===== config.mk =====
export PLATFORM = sky130hd
export DESIGN_NAME = shell_argument_tokenizer
export DESIGN_NICKNAME = d
export VERILOG_FILES = /design/src/hdl/sat_pkg.sv /design/src/hdl/shell_argument_tokenizer.sv /design/src/hdl/sat_decode.sv
export VERILOG_INCLUDE_DIRS = /design/src /design/src/hdl
export SDC_FILE = /design/constraint.sdc
export NUM_CORES = 1
export LEC_CHECK = 0
export ABC_AREA = 1
export BUFFER_PORTS_ARGS = -buffer_cell sky130_fd_sc_hd__buf_2
export CAP_MARGIN = 15
export CORE_ASPECT_RATIO = 1.75
export CORE_MARGIN = 5
export CORE_UTILIZATION = 40
export CTS_CLUSTER_DIAMETER = 40
export DETAILED_ROUTE_END_ITERATION = 16
export MAX_ROUTING_LAYER = met4
export PLACE_DENSITY_LB_ADDON = 0.25
export SLEW_MARGIN = 30
export SYNTH_ARGS = -nofsm -noshare
export SYNTH_HDL_FRONTEND = slang
export SYNTH_SLANG_ARGS = --single-unit

===== constraint.sdc =====
create_clock -name clk -period 3.19 [get_ports clk]
set_input_delay 0 -clock clk [delete_from_list [all_inputs] [get_ports clk]]
set_output_delay 0 -clock clk [all_outputs]
set_load 0.02 [all_outputs]

===== src/hdl/shell_argument_tokenizer_assert.svh =====
// Assertion macros for the argument tokenizer.
`ifndef SHELL_ARGUMENT_TOKENIZER_ASSERT_SVH
`define SHELL_ARGUMENT_TOKENIZER_ASSERT_SVH
`ifndef NO_ASSERTIONS
`define SAT_ASSERT_IMP(label, pre, post) \
    label: assert property (@(posedge clk) disable iff (!rst_n) (pre) |-> (post)) \
        else $error("tokenizer check failed");
`define SAT_ASSERT_NXT(label, pre, post) \
    label: assert property (@(posedge clk) disable iff (!rst_n) (pre) |=> (post)) \
        else $error("tokenizer check failed");
`else
`define SAT_ASSERT_IMP(label, pre, post)
`define SAT_ASSERT_NXT(label, pre, post)
`endif
`endif


===== src/hdl/sat_pkg.sv =====
package sat_pkg;

    localparam int HOLD_DEPTH = 30;
    localparam int MAX_ARGS   = 64;

    localparam int HW = $clog2(HOLD_DEPTH + 1);
    localparam int AW = (HOLD_DEPTH > 1) ? $clog2(HOLD_DEPTH) : 1;
    localparam int CW = $clog2(MAX_ARGS + 1);

    localparam int IDX_W   = 6;
    localparam int IDX_SAT = (1 << IDX_W) - 1;

    localparam logic [7:0] CH_TAB    = 8'd9;
    localparam logic [7:0] CH_CR     = 8'd13;
    localparam logic [7:0] CH_SPACE  = 8'h20;
    localparam logic [7:0] CH_DQUOTE = 8'h22;
    localparam logic [7:0] CH_DOLLAR = 8'h24;
    localparam logic [7:0] CH_SQUOTE = 8'h27;
    localparam logic [7:0] CH_BSLASH = 8'h5C;
    localparam logic [7:0] CH_BTICK  = 8'h60;

    typedef enum logic [2:0] {
        ST_IDLE,
        ST_APPEND,
        ST_FLUSH_RD,
        ST_FLUSH_WR,
        ST_CLOSE
    } state_t;

    typedef enum logic [1:0] {
        B_NONE,
        B_APPEND,
        B_CLOSE
    } b_kind_t;

    typedef struct packed {
        logic sq;
        logic dq;
        logic nested;
        logic ppend;
        logic qpend;
    } flags_t;

    typedef struct packed {
        logic open;
        logic seen;
        logic held_full;
        logic args_full;
    } ctx_t;

    typedef struct packed {
        logic    a_present;
        b_kind_t b_kind;
        logic    b_emits;
        flags_t  flags_next;
    } plan_t;

    typedef struct packed {
        logic             char_valid;
        logic [7:0]       out_char;
        logic             arg_end;
        logic [IDX_W-1:0] arg_index;
        logic             line_end;
        logic             args_overflow;
        logic             space_overflow;
        logic             last;
    } res_t;

    function automatic logic is_ws(input logic [7:0] c);
        return c inside {[CH_TAB:CH_CR], CH_SPACE};
    endfunction

    function automatic logic escapable(input logic [7:0] c);
        return c inside {CH_DOLLAR, CH_BSLASH, CH_BTICK, CH_DQUOTE, CH_SQUOTE};
    endfunction

endpackage


===== src/hdl/shell_argument_tokenizer.sv =====
// A character is taken while idle; each of its results is registered in the output
// register once that register is free. Flushing held whitespace first checks the fill
// count, then reads the memory and outputs each held character in turn.
// One character is in work at a time: no new one is taken until the last is through.
// Reset: rst_n asynchronous, active low; clears modes, counts and the output valid flag.
// The whitespace memory is not cleared: it is only read below the fill count.
module shell_argument_tokenizer
    import sat_pkg::*;
(
    input  logic        clk,
    input  logic        rst_n,
    input  logic        s_axis_tvalid,
    output logic        s_axis_tready,
    input  logic [7:0]  s_axis_tdata,   // [7:0] in_char
    input  logic        s_axis_tlast,   // end_of_line
    output logic        m_axis_tvalid,
    input  logic        m_axis_tready,
    output logic [15:0] m_axis_tdata,   // [7:0] out_char, [13:8] arg_index, [15:14] zero
    output logic [4:0]  m_axis_tuser,   // char_valid, arg_end, line_end, args_overflow,
                                        // space_overflow
    output logic        m_axis_tlast    // last
);

`include "shell_argument_tokenizer_assert.svh"

    state_t         state_reg, state_next;
    flags_t         flags_reg, flags_next;
    logic           open_reg, open_next;
    logic           seen_reg, seen_next;
    logic [HW-1:0]  held_reg, held_next;
    logic [CW-1:0]  count_reg, count_next;
    logic [AW-1:0]  idx_reg, idx_next;
    logic [7:0]     ap_char_reg, ap_char_next;
    logic [7:0]     char_reg, char_next;
    logic           eol_reg, eol_next;
    logic           phase_b_reg, phase_b_next;
    b_kind_t        kind_reg, kind_next;
    logic           b_emits_reg, b_emits_next;
    res_t           out_reg;
    logic           out_valid_reg;

    logic [7:0]     hold_mem [HOLD_DEPTH];
    logic [7:0]     rd_data_reg;
    logic           ram_we, ram_re;

    ctx_t           ctx;
    plan_t          plan;
    res_t           res;
    logic           emit, ap_done, slot_free, args_full, held_full;
    logic           in_flush, eol_take;
    logic [IDX_W-1:0] arg_idx;

    assign args_full = count_reg >= CW'(MAX_ARGS);
    assign held_full = held_reg == HW'(HOLD_DEPTH);
    assign arg_idx   = (32'(count_reg) >= 32'(IDX_SAT)) ? IDX_W'(IDX_SAT)
                                                         : IDX_W'(count_reg);
    assign slot_free = !out_valid_reg || m_axis_tready;
    assign in_flush  = state_reg == ST_FLUSH_RD || state_reg == ST_FLUSH_WR;
    assign eol_take  = s_axis_tvalid && s_axis_tready && s_axis_tlast;

    assign ctx.open      = open_reg;
    assign ctx.seen      = seen_reg;
    assign ctx.held_full = held_full;
    assign ctx.args_full = args_full;

    sat_decode u_decode (
        .in_char (s_axis_tdata),
        .eol     (s_axis_tlast),
        .flags   (flags_reg),
        .ctx     (ctx),
        .plan    (plan)
    );

    always_ff @(posedge clk)
    begin
        if (ram_we)
        begin
            hold_mem[held_reg[AW-1:0]] <= ap_char_reg;
        end
        if (ram_re)
        begin
            rd_data_reg <= hold_mem[idx_reg];
        end
    end

    always_ff @(posedge clk or negedge rst_n)
    begin
        if (!rst_n)
        begin
            state_reg     <= ST_IDLE;
            flags_reg     <= '0;
            open_reg      <= 1'b0;
            seen_reg      <= 1'b0;
            held_reg      <= '0;
            count_reg     <= '0;
            out_valid_reg <= 1'b0;
        end
        else
        begin
            state_reg <= state_next;
            flags_reg <= flags_next;
            open_reg  <= open_next;
            seen_reg  <= seen_next;
            held_reg  <= held_next;
            count_reg <= count_next;
            if (emit)
            begin
                out_valid_reg <= 1'b1;
            end
            else if (m_axis_tready)
            begin
                out_valid_reg <= 1'b0;
            end
        end
    end

    always_ff @(posedge clk)
    begin
        idx_reg     <= idx_next;
        ap_char_reg <= ap_char_next;
        char_reg    <= char_next;
        eol_reg     <= eol_next;
        phase_b_reg <= phase_b_next;
        kind_reg    <= kind_next;
        b_emits_reg <= b_emits_next;
        if (emit)
        begin
            out_reg <= res;
        end
    end

    always_comb
    begin
        state_next    = state_reg;
        flags_next    = flags_reg;
        open_next     = open_reg;
        seen_next     = seen_reg;
        held_next     = held_reg;
        count_next    = count_reg;
        idx_next      = idx_reg;
        ap_char_next  = ap_char_reg;
        char_next     = char_reg;
        eol_next      = eol_reg;
        phase_b_next  = phase_b_reg;
        kind_next     = kind_reg;
        b_emits_next  = b_emits_reg;
        s_axis_tready = 1'b0;
        emit          = 1'b0;
        ap_done       = 1'b0;
        ram_we        = 1'b0;
        ram_re        = 1'b0;
        res           = '0;
        res.arg_index = arg_idx;

        case (state_reg)
            ST_IDLE:
            begin
                s_axis_tready = 1'b1;
                if (s_axis_tvalid)
                begin
                    char_next    = s_axis_tdata;
                    eol_next     = s_axis_tlast;
                    flags_next   = plan.flags_next;
                    kind_next    = plan.b_kind;
                    b_emits_next = plan.b_emits;
                    phase_b_next = !plan.a_present;
                    ap_char_next = plan.a_present ? CH_BSLASH : s_axis_tdata;
                    if (plan.a_present || plan.b_kind == B_APPEND)
                    begin
                        state_next = ST_APPEND;
                    end
                    else if (plan.b_kind == B_CLOSE)
                    begin
                        state_next = ST_CLOSE;
                    end
                end
            end

            ST_APPEND:
            begin
                res.last = phase_b_reg || !b_emits_reg;
                if (args_full)
                begin
                    open_next = 1'b1;
                    ap_done   = 1'b1;
                end
                else if (is_ws(ap_char_reg))
                begin
                    if (!seen_reg)
                    begin
                        open_next = 1'b1;
                        ap_done   = 1'b1;
                    end
                    else if (!held_full)
                    begin
                        ram_we    = 1'b1;
                        held_next = held_reg + HW'(1);
                        open_next = 1'b1;
                        ap_done   = 1'b1;
                    end
                    else if (slot_free)
                    begin
                        res.space_overflow = 1'b1;
                        emit      = 1'b1;
                        open_next = 1'b1;
                        ap_done   = 1'b1;
                    end
                end
                else if (held_reg != '0)
                begin
                    idx_next   = '0;
                    state_next = ST_FLUSH_RD;
                end
                else if (slot_free)
                begin
                    res.char_valid = 1'b1;
                    res.out_char   = ap_char_reg;
                    emit      = 1'b1;
                    seen_next = 1'b1;
                    open_next = 1'b1;
                    ap_done   = 1'b1;
                end
            end

            ST_FLUSH_RD:
            begin
                ram_re     = 1'b1;
                state_next = ST_FLUSH_WR;
            end

            ST_FLUSH_WR:
            begin
                if (slot_free)
                begin
                    res.char_valid = 1'b1;
                    res.out_char   = rd_data_reg;
                    emit = 1'b1;
                    if (HW'(idx_reg) + HW'(1) == held_reg)
                    begin
                        held_next  = '0;
                        state_next = ST_APPEND;
                    end
                    else
                    begin
                        idx_next   = idx_reg + AW'(1);
                        state_next = ST_FLUSH_RD;
                    end
                end
            end

            ST_CLOSE:
            begin
                if (slot_free)
                begin
                    emit          = 1'b1;
                    res.last      = 1'b1;
                    res.line_end  = eol_reg;
                    if (open_reg)
                    begin
                        res.arg_end       = 1'b1;
                        res.args_overflow = args_full;
                        if (!args_full)
                        begin
                            count_next = count_reg + CW'(1);
                        end
                    end
                    if (eol_reg)
                    begin
                        count_next = '0;
                    end
                    open_next  = 1'b0;
                    seen_next  = 1'b0;
                    held_next  = '0;
                    state_next = ST_IDLE;
                end
            end

            default:
            begin
                state_next = ST_IDLE;
            end
        endcase

        if (ap_done)
        begin
            if (!phase_b_reg && kind_reg == B_APPEND)
            begin
                ap_char_next = char_reg;
                phase_b_next = 1'b1;
                state_next   = ST_APPEND;
            end
            else if (!phase_b_reg && kind_reg == B_CLOSE)
            begin
                state_next = ST_CLOSE;
            end
            else
            begin
                state_next = ST_IDLE;
            end
        end
    end

    assign m_axis_tvalid = out_valid_reg;
    assign m_axis_tdata  = {2'b00, out_reg.arg_index, out_reg.out_char};
    assign m_axis_tuser  = {out_reg.space_overflow, out_reg.args_overflow,
                            out_reg.line_end, out_reg.arg_end, out_reg.char_valid};
    assign m_axis_tlast  = out_reg.last;

    `SAT_ASSERT_IMP(a_held_bound, 1'b1, held_reg <= HW'(HOLD_DEPTH))
    `SAT_ASSERT_IMP(a_count_bound, 1'b1, count_reg <= CW'(MAX_ARGS))
    `SAT_ASSERT_IMP(a_flush_nonempty, in_flush, held_reg != '0)
    `SAT_ASSERT_IMP(a_line_end_last, out_valid_reg && out_reg.line_end, out_reg.last)
    `SAT_ASSERT_NXT(a_eol_runs, eol_take, state_reg == ST_APPEND || state_reg == ST_CLOSE)

endmodule


===== src/hdl/sat_decode.sv =====
module sat_decode
    import sat_pkg::*;
(
    input  logic [7:0] in_char,
    input  logic       eol,
    input  flags_t     flags,
    input  ctx_t       ctx,
    output plan_t      plan
);

    logic    normal;
    logic    a_present;
    b_kind_t kind;
    flags_t  fn;

    always_comb
    begin
        fn        = flags;
        a_present = 1'b0;
        kind      = B_NONE;
        normal    = 1'b0;
        if (eol)
        begin
            a_present = flags.qpend;
            kind      = B_CLOSE;
            fn        = '0;
        end
        else if (flags.qpend)
        begin
            fn.qpend = 1'b0;
            if (escapable(in_char))
            begin
                kind = B_APPEND;
            end
            else
            begin
                a_present = 1'b1;
                normal    = 1'b1;
            end
        end
        else if (flags.ppend)
        begin
            fn.ppend = 1'b0;
            kind     = B_APPEND;
        end
        else
        begin
            normal = 1'b1;
        end

        if (normal)
        begin
            if (in_char == CH_DQUOTE && !flags.sq)
            begin
                fn.dq = !flags.dq;
            end
            else if (in_char == CH_SQUOTE && !flags.dq)
            begin
                fn.sq = !flags.sq;
            end
            else
            begin
                if (in_char == CH_SQUOTE)
                begin
                    fn.nested = !flags.nested;
                end
                if (in_char == CH_SPACE && !flags.sq && !flags.dq)
                begin
                    kind = (ctx.open || a_present) ? B_CLOSE : B_NONE;
                end
                else if (in_char == CH_BSLASH && flags.dq && !flags.nested)
                begin
                    fn.qpend = 1'b1;
                end
                else if (in_char == CH_BSLASH && !flags.dq && !flags.sq)
                begin
                    fn.ppend = 1'b1;
                end
                else
                begin
                    kind = B_APPEND;
                end
            end
        end

        plan.a_present  = a_present;
        plan.b_kind     = kind;
        plan.flags_next = fn;
        // after a backslash append the hold buffer is empty, so no overflow result
        plan.b_emits    = (kind == B_CLOSE)
                       || (kind == B_APPEND && !ctx.args_full
                           && (!is_ws(in_char)
                               || (!a_present && ctx.seen && ctx.held_full)));
    end

endmodule

==> parameters.txt, run 1 <==
Parameter                              Value

Floorplan
  Vertical die dimension    255 um
  Ports    37
  Die width    150 um
  Starting Density    40.6%
  Standard cell core area    33700 um2
  Area of the die    38200 um2
  Row Count    89

STA
  Max-slew headroom at the worst pin    48.7%
  Clock skew after layout    0.0147 ns
  RSZ-0062 raised after global routing    false
  Shortest clock period the worst path allows after layout    2.52 ns
  Total negative setup slack    0 ns
  Finish-stage setup viols    0
  Number of failing hold endpoints at the final stage    0
  Actual slew at the worst max-slew pin    0.769 ns
  Ratio of final minimum period to clock period    79.0%
  Top achievable clock speed    397 MHz
  Final Max Slew Viols    0

GRT
  Number of antenna violations at the first check in global routing    0
  Total GRT Usage    20.6%
  First-pass GRT wire length    56600 um
  Via count of the first global-routing pass    9516
  Residual overflow from global routing    0
  Maximum number of pins on one net before global-route repair    74

Synth
  Largest area contributor in the synthesized netlist    edfxtp_1
  Warnings from Yosys    0
  Async set or reset register ratio after synthesis    7.26%
  Number of cells produced by synthesis    1179
  Proportion of synthesized chip area in sequential cells    68.0%
  Average instance area after synthesis    11.6 um2
  Register bit count reported by yosys    317
  Number of flops mapped to enable cells by yosys    285
  Leading register cell type out of synthesis    edfxtp_1
  Post-synth design cell area    13700 um2
  Biggest area contributors in the synthesized netlist    edfxtp_1 (63%), o21ai_0 (5.6%), nor2_1 (5.3%)
  Share of the synthesized area in the top cell type    62.5%
  Most repeated cell in the gate-level netlist after synthesis    edfxtp_1
  Most common library cells after synthesis    edfxtp_1 (285), nor2_1 (194), o21ai_0 (152)
  Post-synth cell types    56

Route
  Post-DRT Antenna Nets    0
  WL/cell    21.8 um
  1st-pass router iterations    8
  Via/cell ratio    5.30
  Number of DRC markers after the initial detailed-route iteration    739
  Total wire length    37700 um
  Count of vias placed by the detailed router    9176
  Remaining DRCs    0

Layout
  Flip-flop count of the largest register, all copies and words added    240
  Nets    1275
  Count of antenna diodes in the layout    0
  Layout cells sized above 1    16.9%
  Area added between synthesis and finish    15.5%

Clock network
  Level count of the clock H-tree    1
  Post-CTS Resized    0
  Clock edge transition at the registers on the reported setup and hold paths    0.06 ns
  Hold-fix buffer count after cts    14
  Total clock sinks    317
  Num CTS Buffers    31
  Clock Latency Late Sink    0.57 ns
  CTS tree    built
  Cell chosen for the clock root    clkbuf_16
  Setup bufs post-CTS    0
  Max Root-Sink Buffers    3

Pwr
  Power share of the combinational group    32.8%
  Share of power burned in registers    39.7%
  Switching Share    37.1%
  Clock power share    27.5%
  Cell Pwr Density    911 nW/um2
  Internal cell power    9.06 mW
  Total design power    14.4 mW
  Worst VDD drop    0.627 mV
  Static Leak    5.68 nW
  NetSw    5.35 mW

Worst setup path
  Worst Path Arrival    2.72 ns
  Type of the worst setup path    reg -> reg
  Critical path capture point type    flip-flop
  Setup slack of the worst register-to-register path    0.67 ns
  Worst Reg-to-Reg Cells    7
  Sort of element at the start of the critical path    flip-flop
  Capture point of the worst reg-to-reg path    hold_mem[4][7]$_DFFE_PP_
  Crit path required time    3.39 ns
  Worst reg2reg startpoint    held_reg[0]$_DFFE_PN0P_
  Worst-path maximum fanout    8

Placed design
  Global placement routability congestion    0.962
  Port-buffer cells    34
  Estimated wirelength of the detail-placed design    26100 um

Worst hold path
  Worst hold path endpoint    char_reg[6]$_DFFE_PP_
  Number of instances on the worst hold path    2
  Path class of the lowest-slack min-delay path    in -> reg
  Worst Min Path Start    s_axis_tdata[6]

Status
  Status    finished, final reports clean

Run
  Max-capacitance violation count    0
-- power groups by stage --
| stage | combinational (mW) | clock, mW | sequential [mW] |
|---|---|---|---|
| floorplan | 2.56 | 0 | 6.09 |
| global placement | 4.73 | 0 | 5.81 |
| global route | 5.13 | 4.21 | 5.76 |
| detailed placement | 4.72 | 0 | 5.81 |
| finish | 4.73 | 3.96 | 5.72 |
| CTS | 4.76 | 4.03 | 5.73 |
-- cell families (layout without fill, tap and decap cells) --
family | after synthesis | count (layout) | share of synthesized area [%]
flops | 317 | 317 | 68.0
fa+ha+maj | 7 | 7 | 0.640
xor+xnor | 8 | 8 | 0.567
buf+inv | 132 | 229 | 4.25
compound gates | 271 | 271 | 11.5
simple gates | 443 | 443 | 15.0
other cells | 1 | 2 | 0.0274
-- layout by cell type, fill, tap and decap left out, drive strengths merged, types with 6 or more instances in the layout --
master	instances
nand2	157
nand3	45
inv	74
o22ai	47
dfrtp	23
a21oi	18
dfxtp	9
nor2	215
dlygate4sd3	13
o211ai	6
o221ai	17
clkbuf	33
bufinv	7
clkinv	14
a31oi	8
buf	85
o21ai	164
ha	7
nor3	11
edfxtp	285
-- how the worst max path moves through the flow --
stage                           endpoint               startpoint  slack (ns)
2_1_floorplan  m_axis_tdata[0]$_DFFE_PP_   ap_char_reg[1]$_DFF_P_        0.80
4_1_cts         hold_mem[4][6]$_DFFE_PP_  held_reg[0]$_DFFE_PN0P_        0.68
6_report        hold_mem[4][7]$_DFFE_PP_  held_reg[0]$_DFFE_PN0P_        0.67
3_3_place_gp    hold_mem[4][0]$_DFFE_PP_  held_reg[0]$_DFFE_PN0P_        0.71
5_1_grt         hold_mem[4][2]$_DFFE_PP_  held_reg[0]$_DFFE_PN0P_        0.48
3_5_place_dp    hold_mem[4][6]$_DFFE_PP_  held_reg[0]$_DFFE_PN0P_        0.70
-- through the flow --
step           cells  utilization [%]  hold slack [ns]  setup slack, ns  area (um2)
2_1_floorplan   1180                -           -0.296            0.803       13700
3_3_place_gp    1663             43.1           0.0505            0.713       14500
3_5_place_dp    1663             43.1           0.0557            0.701       14500
4_1_cts         1732             46.9            0.193            0.684       15800
5_1_grt         1732             46.9            0.205            0.476       15800
6_report        1732             46.9            0.209            0.671       15800
-- layer usage --
layer | global-route usage, % | vias to the layer above | wire (um)
li1 | - | 4348 | -
met1 | 20.4 | 4412 | 12600
met2 | 38.9 | 317 | 21200
met3 | 1.67 | 99 | 1480
met4 | 11.9 | 0 | 2420
met5 | - | - | 0
-- cell type report --
cell class              count  area (um2)
fillers                  3027       17900
flip-flops and latches    317        9310
multi-input cells         731        3800
clock buffers              33         783
repair buffers             98         721
well taps                 455         569
clock inverters            22         335
inverters                  76         288
-- critical path, stage by stage (launching register included) --
cell	delay (ns)
dfrtp_1	0.44
inv_1	0.11
ha_1	0.23
nand3_2	0.11
nand3_1	0.12
nor3_2	0.27
nand2_1	0.29
nor2_1	0.59
No activity file was read; power rests on OpenSTA's default activity.
==> inputs of run 2 (changes only) <==
==> constraint.sdc (replaced) <==
create_clock -name clk -period 2 [get_ports clk]
set_input_delay 0 -clock clk [delete_from_list [all_inputs] [get_ports clk]]
set_output_delay 0 -clock clk [all_outputs]
set_load 0.02 [all_outputs]
==> run 2 against run 1 <==
The run now ends with negative setup slack left. Combinational power rose by 91%. Count of clock-buffer cells in the layout rose by 4. Die area did not move. Register-to-register slack got worse by 0.74 ns. Total power rose by 74%. Critical path depth rose by 2. Cell count rose by 5.5%. Critical path type unchanged. Critical endpoint is now rd_data_reg[0]$_DFFE_PP_. Largest cell class unchanged. Highest routed layer unchanged.
==> parameters.txt, run 2 (synthesis gave the netlist of run 1 again) <==
Parameter                              Value

STA
  Ratio of final minimum period to clock period    104%
  Shortest clock period the worst path allows after layout    2.07 ns
  Finish-stage setup viols    1
  Top achievable clock speed    482 MHz
  Max-slew headroom at the worst pin    59.8%
  Worst-case hold slack    0.00605 ns
  Number of failing hold endpoints at the final stage    0
  Final Max Slew Viols    0
  Clock skew after layout    0.0175 ns
  RSZ-0062 raised after global routing    true
  Final WS setup    -0.0730 ns
  Actual slew at the worst max-slew pin    0.604 ns

Worst setup path
  Type of the worst setup path    reg -> reg
  Crit path required time    2.28 ns
  Sort of element at the start of the critical path    flip-flop
  Critical path capture point type    flip-flop
  Worst Path Arrival    2.36 ns
  Worst-path maximum fanout    32

Floorplan
  Standard cell core area    33700 um2
  Die width    150 um
  Ports    37
  Row Count    89
  Starting Density    40.6%
  Vertical die dimension    255 um
  Area of the die    38200 um2

GRT
  Maximum number of pins on one net before global-route repair    45
  First-pass GRT wire length    55700 um
  Via count of the first global-routing pass    10000
  Residual overflow from global routing    0
  Number of antenna violations at the first check in global routing    0
  Total GRT Usage    19.8%

Route
  Remaining DRCs    0
  Total wire length    37100 um
  Routed wl met3    1410 um
  1st-pass router iterations    5
  Number of DRC markers after the initial detailed-route iteration    601
  Met2 wire len    20400 um
  Uppermost metal layer occupied by signal nets    met4
  Via/cell ratio    5.26
  Post-DRT Antenna Nets    0
  WL/cell    20.3 um
  M1 WL    12800 um
  Count of vias placed by the detailed router    9609

Layout
  Number of filler cells placed in the layout    2845
  Flip-flop count of the largest register, all copies and words added    240
  Layout cells sized above 1    26.5%
  Area added between synthesis and finish    25.9%
  Design Area, Final    17200 um2
  Nets    1368
  Most common library cell in the layout ignoring fill and taps    edfxtp_1
  Final Instance Count excl. Fillers    1827
  Total area of sequential cells    9320 um2
  Count of antenna diodes in the layout    0
  Leading cell types in the layout, fill and taps excluded    edfxtp_1 (285), nor2_1 (174), nand2_1 (137)
  Multi-input logic area    3950 um2

Clock network
  Max Root-Sink Buffers    3
  Clock Latency Late Sink    0.53 ns
  Num CTS Buffers    34
  Total clock sinks    317
  Cell chosen for the clock root    clkbuf_16
  Clock edge transition at the registers on the reported setup and hold paths    0.07 ns
  Level count of the clock H-tree    2
  CTS tree    built

Pwr
  Cell Pwr Density    1450 nW/um2
  Internal cell power    16.1 mW
  Static Leak    6.35 nW
  Worst VDD drop    1.09 mV
  Clock power share    27.6%
  Share of power burned in registers    36.3%
  NetSw    8.92 mW
  Power share of the combinational group    36.0%
  Switching Share    35.6%

Placed design
  Port-buffer cells    34
  Global placement routability congestion    0.934
  Placed cell count    1738
  Estimated wirelength of the detail-placed design    25200 um
  Post-place instance area    15500 um2
  Post-place setup slack    -0.0792 ns

Status
  Status    finished, violations left
  Violated checks    negative setup slack

Worst hold path
  Path class of the lowest-slack min-delay path    in -> async

Run
  Max-capacitance violation count    0
## run 2: changes by cell type in the layout (fill, tap and decap cells not counted), sizes merged, moves of 4 or more
cell    change
buf        +86
clkinv      -4
inv         +5
clkbuf      +9
## run 2: worst max-delay path, stage by stage (launching register included)
cell and delay (ns):
edfxtp_1 0.40, buf_6 0.16, buf_4 0.14, buf_12 0.15, o21ai_0 0.24, o22ai_2 0.15
o21ai_1 0.26, o22ai_1 0.16, nand2_1 0.10, nand2_1 0.05
## run 2: power by group through the flow
| stage | sequential (mW) | combinational (mW) | clock (mW) |
|---|---|---|---|
| finish | 9.09 | 9.03 | 6.92 |
| global route | 9.16 | 9.76 | 7.28 |
| CTS | 9.09 | 8.25 | 7.04 |
| detailed placement | 9.21 | 8.18 | 0 |
| global placement | 9.22 | 8.16 | 0 |
| floorplan | 9.71 | 4.10 | 0 |
## run 2: per-layer routing
metal / track usage, % / up-vias
met1: 19.7 / 4652
met2: 36.7 / 304
met3: 2.20 / 120
met4: 11.6 / 0
li1: - / 4533
met5: - / -
## run 2: final timing paths
kind / from / slack [ns] / depth (start not counted) / endpoint
max in group asynchronous: rst_n / 1.58 / 2 / held_reg[2]$_DFFE_PN0P_
min reg2reg: char_reg[6]$_DFFE_PP_ / 0.45 / 2 / ap_char_reg[6]$_DFF_P_
max reg2reg: idx_reg[0]$_SDFFCE_PP0P_ / -0.07 / 9 / rd_data_reg[0]$_DFFE_PP_
max: idx_reg[0]$_SDFFCE_PP0P_ / -0.07 / 9 / rd_data_reg[0]$_DFFE_PP_
min: rst_n / 0.006 / 2 / open_reg$_DFFE_PN0P_
min in group clk: s_axis_tdata[7] / 0.24 / 2 / char_reg[7]$_DFFE_PP_
## run 2: what timing repair did
item / CTS / global route
endpoints found under the hold margin: 50 / 0
buffers inserted: 1 / 12
endpoints found under the setup margin: 4 / 282
pin swaps: 0 / 15
resized for setup: 5 / 58
gates cloned: 0 / 5
hold buffers: 12 / 0
## run 2: per-stage QoR
step | TNS (ns) | utilization, % | power (mW)
after CTS | 0 | 49.9 | 24.4
after global routing | -0.663 | 51.1 | 26.2
after floorplan | -15.84 | - | 13.8
after global placement | -0.117 | 45.8 | 17.4
final | -0.0730 | 51.1 | 25.0
after detailed placement | -0.139 | 45.8 | 17.4
## run 2: layout make-up
class,instances,share of cell area [%]
flip-flops and latches,317,54.1
multi-input cells,731,22.9
repair buffers,188,10.8
clock buffers,37,5.37
well taps,455,3.30
clock inverters,23,1.83
inverters,76,1.73
==> inputs of run 3 (changes only) <==
==> constraint.sdc (replaced) <==
create_clock -name clk -period 1.7 [get_ports clk]
set_input_delay 0 -clock clk [delete_from_list [all_inputs] [get_ports clk]]
set_output_delay 0 -clock clk [all_outputs]
set_load 0.02 [all_outputs]
==> run 3 against run 2 <==
The run still ends with negative setup slack left. Sequential power increased by 18%. Count of clock-buffer cells in the layout increased by 2. Largest power group is now combinational logic. Via count is 3.7% higher. First-iteration DRC count grew 4.7%. Register-to-register slack got worse by 0.23 ns. Combinational power up 43%. Final area up 6.5%. Flip-flop and latch count did not move. Utilization is 3.3 points higher. Worst hold slack gained 0.18 ns. Largest cell class unchanged.
==> parameters.txt, run 3 (synthesis gave the netlist of run 1 again) <==
Parameter                              Value

Pwr
  Worst VDD drop    1.19 mV
  Internal cell power    19.0 mW
  Cell Pwr Density    1650 nW/um2
  Static Leak    6.72 nW
  Clock power share    21.9%
  Total design power    30.2 mW
  Power share of the combinational group    42.6%
  Share of power burned in registers    35.5%
  NetSw    11.2 mW
  Switching Share    37.2%

Floorplan
  Ports    37
  Die width    150 um
  Vertical die dimension    255 um
  Row Count    89
  Area of the die    38200 um2
  Standard cell core area    33700 um2
  Starting Density    40.6%

Route
  M1 WL    13100 um
  Number of DRC markers after the initial detailed-route iteration    629
  Post-DRT Antenna Nets    0
  WL/cell    20.8 um
  Remaining DRCs    0
  Total wire length    39300 um
  Met2 wire len    23000 um
  1st-pass router iterations    5
  Routed wl met3    1210 um
  Via/cell ratio    5.28
  Count of vias placed by the detailed router    9969
  Uppermost metal layer occupied by signal nets    met4

GRT
  Maximum number of pins on one net before global-route repair    34
  Residual overflow from global routing    0
  Total GRT Usage    21.3%
  First-pass GRT wire length    59500 um
  Number of antenna violations at the first check in global routing    0
  Via count of the first global-routing pass    10500

Worst hold path
  Worst Min Path Start    s_axis_tdata[7]
  Path class of the lowest-slack min-delay path    in -> reg
  Worst hold path endpoint    char_reg[7]$_DFFE_PP_
  Number of instances on the worst hold path    2

Layout
  Number of filler cells placed in the layout    2787
  Most common library cell in the layout ignoring fill and taps    edfxtp_1
  Nets    1429
  Flip-flop count of the largest register, all copies and words added    240
  Layout cells sized above 1    35.2%
  Area added between synthesis and finish    34.0%
  Design Area, Final    18400 um2
  Leading cell types in the layout, fill and taps excluded    edfxtp_1 (285), nor2_1 (146), buf_4 (132)
  Count of antenna diodes in the layout    0

STA
  RSZ-0062 raised after global routing    true
  Clock skew after layout    0.0182 ns
  Final Max Slew Viols    0
  Finish-stage setup viols    298
  Actual slew at the worst max-slew pin    0.576 ns
  Ratio of final minimum period to clock period    118%
  Max-slew headroom at the worst pin    61.5%
  Shortest clock period the worst path allows after layout    2.01 ns
  Worst-case hold slack    0.184 ns
  Number of failing hold endpoints at the final stage    0
  Final WS setup    -0.307 ns
  Top achievable clock speed    498 MHz

Status
  Violated checks    negative setup slack
  Status    finished, violations left

Placed design
  Post-place setup slack    -0.405 ns
  Estimated wirelength of the detail-placed design    26400 um
  Global placement routability congestion    0.895
  Post-place instance area    16200 um2
  Port-buffer cells    34

Clock network
  Max Root-Sink Buffers    3
  Clock edge transition at the registers on the reported setup and hold paths    0.06 ns
  Clock Latency Late Sink    0.57 ns
  Cell chosen for the clock root    clkbuf_16
  CTS tree    built
  Num CTS Buffers    31
  Level count of the clock H-tree    1
  Total clock sinks    317

Worst setup path
  Capture point of the worst reg-to-reg path    rd_data_reg[2]$_DFFE_PP_
  Worst Reg-to-Reg Cells    9
  Worst reg2reg startpoint    idx_reg[0]$_SDFFCE_PP0P_
  Crit path required time    2.00 ns
  Setup slack of the worst register-to-register path    -0.31 ns
  Sort of element at the start of the critical path    flip-flop
  Worst-path maximum fanout    9
  Critical path capture point type    flip-flop
  Worst Path Arrival    2.31 ns
  Type of the worst setup path    reg -> reg

Run
  Max-capacitance violation count    0
[run 3: changes by cell type in the layout (fill, tap and decap cells not counted), moves of 10 or more]
cell,delta
nor2_1,-28
buf_4,+31
o21ai_0,-47
buf_6,+22
clkbuf_16,-10
nor2_4,+38
o21ai_2,+19
nor2_2,-10
nand2_1,-21
o21ai_1,+23
[run 3: worst max-delay path by stage]
stage / startpoint / endpoint / cells after the start
6_report: idx_reg[0]$_SDFFCE_PP0P_ / rd_data_reg[2]$_DFFE_PP_ / 9
3_3_place_gp: idx_reg[0]$_SDFFCE_PP0P_ / rd_data_reg[5]$_DFFE_PP_ / 9
5_1_grt: idx_reg[0]$_SDFFCE_PP0P_ / state_reg[1]$_DFFE_PN0P_ / 13
4_1_cts: idx_reg[0]$_SDFFCE_PP0P_ / state_reg[1]$_DFFE_PN0P_ / 13
2_1_floorplan: held_reg[0]$_DFFE_PN0P_ / hold_mem[24][0]$_DFFE_PP_ / 7
3_5_place_dp: idx_reg[0]$_SDFFCE_PP0P_ / rd_data_reg[2]$_DFFE_PP_ / 8
[run 3: metal layers]
metal  up-vias  track usage [%]
li1       4667                -
met4         0             9.40
met2       239             42.1
met3       102             1.92
met5         -                -
met1      4961             20.4
[run 3: power groups by stage]
stage	clock (mW)	sequential (mW)	combinational (mW)
detailed placement	0	10.8	10.8
global route	7.01	10.8	13.8
finish	6.61	10.7	12.9
CTS	6.71	10.7	12.8
floorplan	0	11.5	4.99
global placement	0	10.8	10.7
[run 3: layout make-up]
| cell class | count | area (um2) | area share (%) |
|---|---|---|---|
| flip-flops and latches | 317 | 9330 | 50.8 |
| clock inverters | 17 | 161 | 0.879 |
| repair buffers | 252 | 2580 | 14.1 |
| inverters | 76 | 297 | 1.62 |
| multi-input cells | 731 | 4610 | 25.1 |
| well taps | 455 | 569 | 3.10 |
| clock buffers | 39 | 806 | 4.39 |
[run 3: critical path, stage by stage, from the launching register on]
cell      delay [ns]
edfxtp_1        0.37
buf_6           0.15
clkinv_4        0.09
buf_12          0.16
buf_4           0.17
nor2_1          0.09
o22ai_1         0.09
or2_2           0.27
o211ai_1        0.19
a31oi_1         0.15
[run 3: per-stage QoR]
| stage | TNS (ns) | utilization, % | instances |
|---|---|---|---|
| after floorplan | -70.99 | - | 1180 |
| after global placement | -71.43 | 48.0 | 1787 |
| after detailed placement | -70.59 | 48.0 | 1787 |
| after CTS | -51.76 | 54.0 | 1888 |
| after global routing | -73.10 | 54.4 | 1887 |
| final | -49.66 | 54.4 | 1887 |
[run 3: repair_timing]
action | 4_1_cts | 5_1_grt
buffers inserted | 26 | 7
cloned | 9 | 0
pin swaps | 55 | 30
endpoints found under the setup margin | 300 | 309
hold buffers | 14 | 0
endpoints found under the hold margin | 48 | 0
gates resized for setup | 170 | 67
